File: src/hdl/verlet_pair_list_with_skin_check_macros.svh
// Assertion helpers included by vpl_back; clk and rst are taken from the module.
`ifndef VERLET_PAIR_LIST_WITH_SKIN_CHECK_MACROS_SVH
`define VERLET_PAIR_LIST_WITH_SKIN_CHECK_MACROS_SVH

// Consequent must hold in the same cycle as the antecedent.
`define VPL_ASSERT_NOW(label, ante, cons, msg) \
  label: assert property (@(posedge clk) disable iff (rst) (ante) |-> (cons)) else $error(msg);

// Consequent must hold in the cycle after the antecedent.
`define VPL_ASSERT_NEXT(label, ante, cons, msg) \
  label: assert property (@(posedge clk) disable iff (rst) (ante) |=> (cons)) else $error(msg);

`endif

File: src/hdl/vpl_pkg.sv
`timescale 1ns / 1ps
package vpl_pkg;

  localparam int IDX_W      = 6;
  localparam int POS_W      = 32;
  localparam int BOX_W      = 31;
  localparam int LEN_W      = 30;
  localparam int TOTAL_W    = 7;
  localparam int CFG_IDX_W  = 3;
  localparam int CFG_DATA_W = 31;
  localparam int DISP_W     = 32;
  localparam int D2_W       = 64;

  localparam logic [1:0] MODE_LOAD  = 2'd0;
  localparam logic [1:0] MODE_BUILD = 2'd1;
  localparam logic [1:0] MODE_CHECK = 2'd2;
  localparam logic [1:0] MODE_NONE  = 2'd3;

  localparam logic [1:0] KIND_PAIR    = 2'd0;
  localparam logic [1:0] KIND_ROW     = 2'd1;
  localparam logic [1:0] KIND_VERDICT = 2'd2;

  localparam logic [CFG_IDX_W-1:0] CFG_BOX_X  = 3'd0;
  localparam logic [CFG_IDX_W-1:0] CFG_BOX_Y  = 3'd1;
  localparam logic [CFG_IDX_W-1:0] CFG_BOX_Z  = 3'd2;
  localparam logic [CFG_IDX_W-1:0] CFG_CUTOFF = 3'd3;
  localparam logic [CFG_IDX_W-1:0] CFG_SKIN   = 3'd4;
  localparam logic [CFG_IDX_W-1:0] CFG_TOTAL  = 3'd5;

  typedef struct packed {
    logic [1:0]       mode;
    logic [IDX_W-1:0] idx;
    logic [POS_W-1:0] px;
    logic [POS_W-1:0] py;
    logic [POS_W-1:0] pz;
    logic             sweep_end;
  } item_t;

  typedef struct packed {
    logic [BOX_W-1:0]   box_x;
    logic [BOX_W-1:0]   box_y;
    logic [BOX_W-1:0]   box_z;
    logic [LEN_W-1:0]   cutoff;
    logic [LEN_W-1:0]   skin;
    logic [TOTAL_W-1:0] total;
  } cfg_t;

endpackage

File: src/hdl/vpl_front.sv
`timescale 1ns / 1ps
module vpl_front #(
  parameter int MAX_PARTICLES = 64
) (
  input  logic                     clk,
  input  logic                     rst,
  input  logic                     in_valid,
  output logic                     in_ready,
  input  logic [1:0]               mode,
  input  logic [vpl_pkg::IDX_W-1:0] particle_index,
  input  logic [vpl_pkg::POS_W-1:0] pos_x,
  input  logic [vpl_pkg::POS_W-1:0] pos_y,
  input  logic [vpl_pkg::POS_W-1:0] pos_z,
  input  logic                     sweep_end,
  output logic                     head_valid,
  output vpl_pkg::item_t           head,
  input  logic                     pop
);
  import vpl_pkg::*;

  item_t      slot [2];
  logic       wr_ptr;
  logic       rd_ptr;
  logic [1:0] count;
  logic       keep;
  logic       push;

  // drop unused modes and indexes beyond the store
  always_comb begin
    keep = (mode != MODE_NONE) && (32'(particle_index) < MAX_PARTICLES);
    push = in_valid && in_ready && keep;
  end

  assign in_ready   = (count != 2'd2);
  assign head_valid = (count != 2'd0);
  assign head       = slot[rd_ptr];

  // hold up to two classified words for the back end
  always_ff @(posedge clk) begin
    if (push) begin
      slot[wr_ptr] <= '{mode: mode, idx: particle_index, px: pos_x, py: pos_y,
                        pz: pos_z, sweep_end: sweep_end};
    end
    if (rst) begin
      wr_ptr <= 1'b0;
      rd_ptr <= 1'b0;
      count  <= 2'd0;
    end else begin
      if (push) wr_ptr <= ~wr_ptr;
      if (pop)  rd_ptr <= ~rd_ptr;
      count <= count + {1'b0, push} - {1'b0, pop};
    end
  end

endmodule

File: config.mk
export PLATFORM = sky130hd
export DESIGN_NAME = vpl_front
export DESIGN_NICKNAME = d
export VERILOG_FILES = /design/src/hdl/verlet_pair_list_with_skin_check_macros.svh /design/src/hdl/vpl_pkg.sv /design/src/hdl/vpl_front.sv
export SDC_FILE = /design/constraint.sdc
export NUM_CORES = 1
export LEC_CHECK = 0
export BUFFER_PORTS_ARGS = -buffer_cell sky130_fd_sc_hd__buf_4
export CORE_MARGIN = 3
export CORE_UTILIZATION = 56
export DETAILED_ROUTE_END_ITERATION = 16
export PLACE_DENSITY = 0.84
export REMOVE_ABC_BUFFERS = 1
export SETUP_SLACK_MARGIN = 0.15
export SYNTH_ARGS = -nofsm -noshare
export SYNTH_HDL_FRONTEND = slang
export SYNTH_SLANG_ARGS = --single-unit
File: constraint.sdc
create_clock -name clk -period 18.4 [get_ports clk]
set_input_delay 4.6 -clock clk [delete_from_list [all_inputs] [get_ports clk]]
set_output_delay 4.6 -clock clk [all_outputs]
set_load 0.01 [all_outputs]
### Word-level counts from Yosys, hierarchy flattened

Memories as Yosys holds them, arrays and structs flattened. A register that Yosys moved wholly into a read port is not among the register bits.
Index checks and enable logic that the tools add are counted.

* flip-flop bits (word level): 4
* bits in writable memories: 210
* bits of input ports: 109
* output and inout bits: 107
* word-level logic and storage cells: 17
* memories kept: 1

Memories
* slot: depth 2, width 105, read ports 1, clocked after memory_dff 1, wr ports 1, RTL line vpl_front.sv:21 `item_t slot [2];`

* $add $sub $neg: 2
* equal/unequal tests: 2
* mux-type cells: 4
* bitwise gates (word level): 2
* reductions and logical operators: 3

Operators by type and width (number)
* 1-bit two-way mux: 4
* 2-bit != test, second input constant: 2
* 2-bit by 1-bit adder with 2-bit output: 1
* 1-bit logical AND: 2
* 1-bit NOT: 2
* 2-bit nonzero test: 1
* 2-bit by 1-bit subtractor with 2-bit output: 1

### Longest topological paths before layout

Gate-level depths: netlist of run 1.

* word-level depth: 5
* mapped depth: 8
* mapped depth without buffers: 8

### Worst setup path before layout of run 1

Ideal clock, no wire load.

* kind: in2reg
* from: input in_valid
* to: memory slot[1][0] in the netlist's numbering, enable pin
* arrival time: 9369 ps
* setup slack: 8461 ps
* cell stages on the path: 3
* cells stage by stage: a21bo_2 nand2b_1 nor2_1

* word-level cells in the longest chain between the ends: 4

Ends and longest elaborated chain
* start: declaration: RTL line vpl_front.sv:7 `input logic in_valid,`
* 1-bit logical AND (2 in series): RTL line vpl_front.sv:31 `push = in_valid && in_ready && keep;`
* 1-bit two-way mux: RTL line vpl_front.sv:40 `if (push) begin`
* 1-bit two-way mux (implied by the code): RTL line vpl_front.sv:41 `slot[wr_ptr] <= '{mode: mode, idx: particle_index, px: pos_x, py: pos_y,`
* end: declaration: RTL line vpl_front.sv:21

No other way between the ends.

==> results.json, run 1 <==
{
  "rows": 43,
  "synth-edff-count": 210,
  "drtPass1Iterations": 4,
  "ctsHoldBuffers": 0,
  "hold_viol": 0,
  "io_buffers": 215,
  "synth_top_cells_by_count": "210 x edfxtp_1, 55 x mux2_2, 50 x mux2_4",
  "finClkSkew_ns": 0.0138,
  "cts_made_buffers": 21,
  "clkTransAtPathRegs_ns": 0.06,
  "dr_total_vias": 4074,
  "die_width_um": 126,
  "relSlewSlack_pct": 38.4,
  "place_hpwl_mm": 10.1,
  "p_per_area_mw_per_mm2": 113,
  "yosysWarnings": 0,
  "ir_drop_uv": 84.6,
  "min_period_over_period_pct": 40.1,
  "drt_iter0_drc": 249,
  "cts-resized-gates": 0,
  "die-area_mm2": 0.0159,
  "post_drt_via_cell_ratio": 5.22,
  "cts_setup_buffers": 0,
  "drt_wl_total_mm": 15.2,
  "ys.flop_type": "edfxtp_1",
  "fin_crit_ns": 7.38,
  "setup_viol": 0,
  "fmax_ghz": 0.135,
  "cp_data_arrival_time_ns": 2.78,
  "initial_core_util_pct": 57.7,
  "fin_util_pct": 74.9,
  "yosys.cell_types.count": 21,
  "status": "completed",
  "holdWs_ns": 0.503,
  "critPathKind": "flip-flop to output port",
  "required_ns": 13.80,
  "cp_max_fo": 58,
  "async_flop_share_pct": 0,
  "tns_ns": 0,
  "synth_largest_area_cell": "edfxtp_1",
  "clock_latency_ns": 0.48,
  "synth_area_mm2": 0.00807,
  "yosys.cell_count.top_type": "edfxtp_1",
  "drv_slew": 0,
  "cts_root_buf": "clkbuf_16",
  "layout-drive-gt1-share_pct": 59.7,
  "worst_pin_slew_ns": 0.925,
  "area_growth_pct": 29.7,
  "diodes": 0,
  "hp-class": "flip-flop to flip-flop",
  "yosysSeqAreaShare_pct": 79.3,
  "grt_pass1_vias": 4389,
  "io_pins": 216,
  "netlist_instances": 355,
  "drc": 0,
  "clockBufferDepth": 3,
  "overflow": 0,
  "coreArea_mm2": 0.0140,
  "rsz0062_at_grt": "false",
  "synth_top_area_share_pct": 78.1,
  "wl_per_cell_um": 19.5,
  "maxCapViolCount": 0,
  "die_h_um": 126,
  "grt_usage_pct": 18.6,
  "cts_tree": "yes",
  "ant_nets": 0,
  "gp_congestion": 0.759,
  "grt_pass1_wl_mm": 23.2,
  "avgSynthCellArea_um2": 22.7,
  "ys_top_cells_by_area": "edfxtp_1 78%, mux2_4 9.3%, mux2_2 7.7%, buf_12 1.2%, dfxtp_1 1.2%",
  "start_kind": "flip-flop",
  "htree_levels": 1,
  "end_kind": "output port",
  "grt_max_degree": 59,
  "p_leak_nw": 4.01,
  "antenna_found_initial": 0,
  "nNetsFinal": 695,
  "clock_sinks": 215,
  "synth-seq-cells": 215
}
[path summary, 6_finish.rpt]
kind / start / end / slack (ns) / cells after the start
hold / removal: wr_ptr / wr_ptr / 0.50 / 2
setup / recovery: flip-flop / head[2] / 11.02 / 3
setup reg to reg: count[1] / slot[0][98] / 15.80 / 4
hold reg to reg: wr_ptr / wr_ptr / 0.50 / 2
[metal layers]
layer  GRT usage [%]  vias up  part of all wire (%)
met5               0        -                     0
met4            4.92        0                   1.8
met3            5.43       21                   8.7
met2            32.0      191                    51
met1            23.4     2001                    38
li1                -     1861                     -
[registers in the layout, indices dropped and copies added, names as in the netlist, named ones only]
register and cells:
count 2, slot 210, rd_ptr 1, wr_ptr 1
[report_power, final]
part / switching (mW) / internal, mW / total, mW
logic: 0.0777 / 0.0937 / 0.171
clock network: 0.163 / 0.247 / 0.410
registers: 0.0145 / 0.583 / 0.598
[cell usage in the layout, fill, tap and decap left out]
master / count
inv_6: 1
buf_4: 219
ha_1: 1
or2_2: 1
dfxtp_4: 1
clkbuf_1: 7
o2111ai_1: 1
mux2_4: 50
inv_1: 3
mux2_2: 55
or3_1: 1
a21oi_1: 1
nor2b_1: 1
bufinv_16: 2
a21bo_2: 2
nor2b_2: 1
o21ai_0: 2
inv_4: 1
nand2b_1: 1
clkbuf_8: 2
clkbuf_16: 21
nor2_1: 3
xnor2_1: 3
clkinv_1: 4
dfxtp_1: 4
edfxtp_1: 210
nor2_4: 1
clkinv_2: 1
[kinds of logic (layout without fill, tap and decap cells)]
kind of cell	after synthesis	count (layout)	share of synthesized area (%)
adders and majority gates	1	1	0.155
DFF	215	215	79.3
and+or+nand+nor	9	9	0.605
muxes	105	105	17.0
buffers and inverters	16	261	2.06
xor gates and xnor gates	3	3	0.325
AOI/OAI and AO/OA	6	6	0.542
[through the flow]
stage / std cells / setup slack (ns) / area [µm²] / power [mW]
after floorplan: 343 / 8.46 / 7920 / 0.700
after CTS: 780 / 10.92 / 10500 / 1.19
after detailed placement: 742 / 11.39 / 9810 / 0.781
after global routing: 780 / 10.82 / 10500 / 1.23
after global placement: 742 / 11.45 / 9810 / 0.774
final: 780 / 11.02 / 10500 / 1.18
[worst max-delay path, stage by stage, from the launching register on]
cell	delay, ns
dfxtp_4	0.84
buf_4	0.84
mux2_2	0.43
buf_4	0.14
[final cells by class]
class | instances | area [µm²]
Clock buffer | 30 | 579
Clock inverter | 8 | 88.8
Fill cell | 825 | 3510
Inverter | 4 | 17.5
Multi-Input combinational cell | 124 | 1510
Sequential cell | 215 | 6410
Tap cell | 180 | 225
Timing Repair Buffer | 219 | 1640
No activity file was read; power rests on OpenSTA's default activity.
==> run 2, diff against run 1 <==
--- a/config.mk
+++ b/config.mk
@@ -7,9 +7,9 @@
 export LEC_CHECK = 0
 export BUFFER_PORTS_ARGS = -buffer_cell sky130_fd_sc_hd__buf_4
 export CORE_MARGIN = 3
-export CORE_UTILIZATION = 56
+export CORE_UTILIZATION = 52
 export DETAILED_ROUTE_END_ITERATION = 16
-export PLACE_DENSITY = 0.84
+export PLACE_DENSITY = 0.79
 export REMOVE_ABC_BUFFERS = 1
 export SETUP_SLACK_MARGIN = 0.15
 export SYNTH_ARGS = -nofsm -noshare
==> constraint.sdc (replaced) <==
create_clock -name clk -period 7.4 [get_ports clk]
set_input_delay 1.85 -clock clk [delete_from_list [all_inputs] [get_ports clk]]
set_output_delay 1.85 -clock clk [all_outputs]
set_load 0.01 [all_outputs]
==> results.json, run 2 (synthesis results as in run 1) <==
{
  "cp_max_fo": 56,
  "die_h_um": 131,
  "grt_usage_pct": 16.7,
  "drt_iter0_drc": 210,
  "endpoint": "head[28]",
  "clock_latency_ns": 0.49,
  "drv_slew": 0,
  "maxCapViolCount": 0,
  "min_period_over_period_pct": 62.4,
  "cpMostUsedCell": "buf_4",
  "area_growth_pct": 29.5,
  "drtPass1Iterations": 4,
  "cts_made_buffers": 21,
  "ant_nets": 0,
  "nFillCells": 942,
  "place_hpwl_mm": 9.91,
  "relSlewSlack_pct": 42.5,
  "p_per_area_mw_per_mm2": 278,
  "rr_endpoint": "slot[0][54]",
  "clockBufferDepth": 3,
  "rows": 44,
  "design_area_mm2": 0.0105,
  "end_kind": "output port",
  "critPathKind": "flip-flop to output port",
  "clkTransAtPathRegs_ns": 0.06,
  "cp_top_family": "buffers and inverters",
  "grt_pass1_vias": 4261,
  "fin_ws_ns": 2.78,
  "drc": 0,
  "worst-path-stages": 3,
  "dr_total_vias": 4022,
  "worst_pin_slew_ns": 0.860,
  "layout-drive-gt1-share_pct": 59.6,
  "overflow": 0,
  "htree_levels": 1,
  "diodes": 0,
  "cts_root_buf": "clkbuf_16",
  "ctsHoldBuffers": 0,
  "fmax_ghz": 0.217,
  "coreArea_mm2": 0.0149,
  "total_power_mw": 2.91,
  "top_register": "slot",
  "r2r_setup_slack_ns": 4.86,
  "finClkSkew_ns": 0.00945,
  "clock_sinks": 215,
  "grt_max_degree": 79,
  "hp-class": "flip-flop to flip-flop",
  "hold_viol": 0,
  "ir_drop_uv": 233,
  "top_regs": "slot x210, count x2",
  "dp.cells": 745,
  "cp_cell_sequence": "buf_4 -> mux2_2 -> buf_4",
  "gp_congestion": 0.721,
  "rsz0062_at_grt": "false",
  "r2r_start": "count[1]",
  "cts-resized-gates": 0,
  "cts_setup_buffers": 0,
  "tns_ns": 0,
  "fin_cells": 780,
  "io_buffers": 215,
  "io_pins": 216,
  "fin_crit_ns": 4.62,
  "p_leak_nw": 3.98,
  "pre_cts_ws_ns": 3.12,
  "post_drt_via_cell_ratio": 5.16,
  "reg2regPathDepth": 4,
  "die-area_mm2": 0.0171,
  "start_kind": "flip-flop",
  "layout_common_cells": "217 x buf_4, 210 x edfxtp_1, 55 x mux2_2, 50 x mux2_4, 21 x clkbuf_16",
  "required_ns": 5.55,
  "crit_path_max_incr_delay_ns": 0.87,
  "die_width_um": 131,
  "status": "completed",
  "crit_path_top_delay_cell": "dfxtp_4",
  "setup_viol": 0,
  "grt_pass1_wl_mm": 22.1,
  "initial_core_util_pct": 54.3,
  "drt_wl_total_mm": 14.9,
  "nNetsFinal": 694,
  "cp_num_buf_inv": 2,
  "cts_tree": "yes",
  "cp_data_arrival_time_ns": 2.77,
  "wl_per_cell_um": 19.1,
  "place_area_mm2": 0.00982,
  "largest_reg_flops": 210,
  "final_common_cell": "buf_4",
  "antenna_found_initial": 1
}
==> run 2: cell count changes in the layout (fill, tap and decap cells not counted) <==
cell / delta
clkinv_2: -1
clkbuf_1: -1
clkbuf_8: -2
buf_4: -2
buf_12: +1
clkinvlp_4: +1
==> run 2: metrics by stage <==
step | util [%] | hold WS, ns
floorplan | - | 0.456
global placement | 66.0 | 0.474
detailed placement | 66.0 | 0.499
CTS | 70.3 | 0.508
global route | 70.3 | 0.532
finish | 70.3 | 0.503
==> run 2: worst min-delay path by stage <==
| stage | from | endpoint | slack [ns] | cells past startpoint |
|---|---|---|---|---|
| global placement | wr_ptr | wr_ptr | 0.47 | 2 |
| global route | wr_ptr | wr_ptr | 0.53 | 2 |
| detailed placement | wr_ptr | wr_ptr | 0.50 | 2 |
| finish | wr_ptr | wr_ptr | 0.50 | 2 |
| floorplan | wr_ptr | wr_ptr | 0.46 | 2 |
| CTS | wr_ptr | wr_ptr | 0.51 | 2 |
==> run 2: worst register-to-register path, cell delays in order (launching register included) <==
cell	delay, ns
dfxtp_1	0.32
nor2b_2	0.18
or3_1	0.42
inv_4	0.53
buf_4	0.68
==> run 2: report_power, final <==
group | leakage (nW) | internal [mW] | switching (mW) | total (mW)
registers | 1.98 | 1.45 | 0.0356 | 1.49
clock network | 0.305 | 0.590 | 0.408 | 0.998
logic | 1.70 | 0.233 | 0.189 | 0.423
==> run 2: final cells by class <==
cell class,instances,area [µm²],area share [%]
clock inverters,8,91.3,0.874
well taps,184,230,2.20
flip-flops and latches,215,6410,61.3
repair buffers,218,1650,15.8
clock buffers,27,548,5.24
multi-input cells,124,1510,14.4
inverters,4,17.5,0.168
==> run 2: metal layers <==
layer / global-route usage (%) / wire length [µm]
met2: 28.5 / 7280
met1: 20.1 / 5660
met3: 5.89 / 1520
met5: 0 / 11
met4: 5.14 / 415
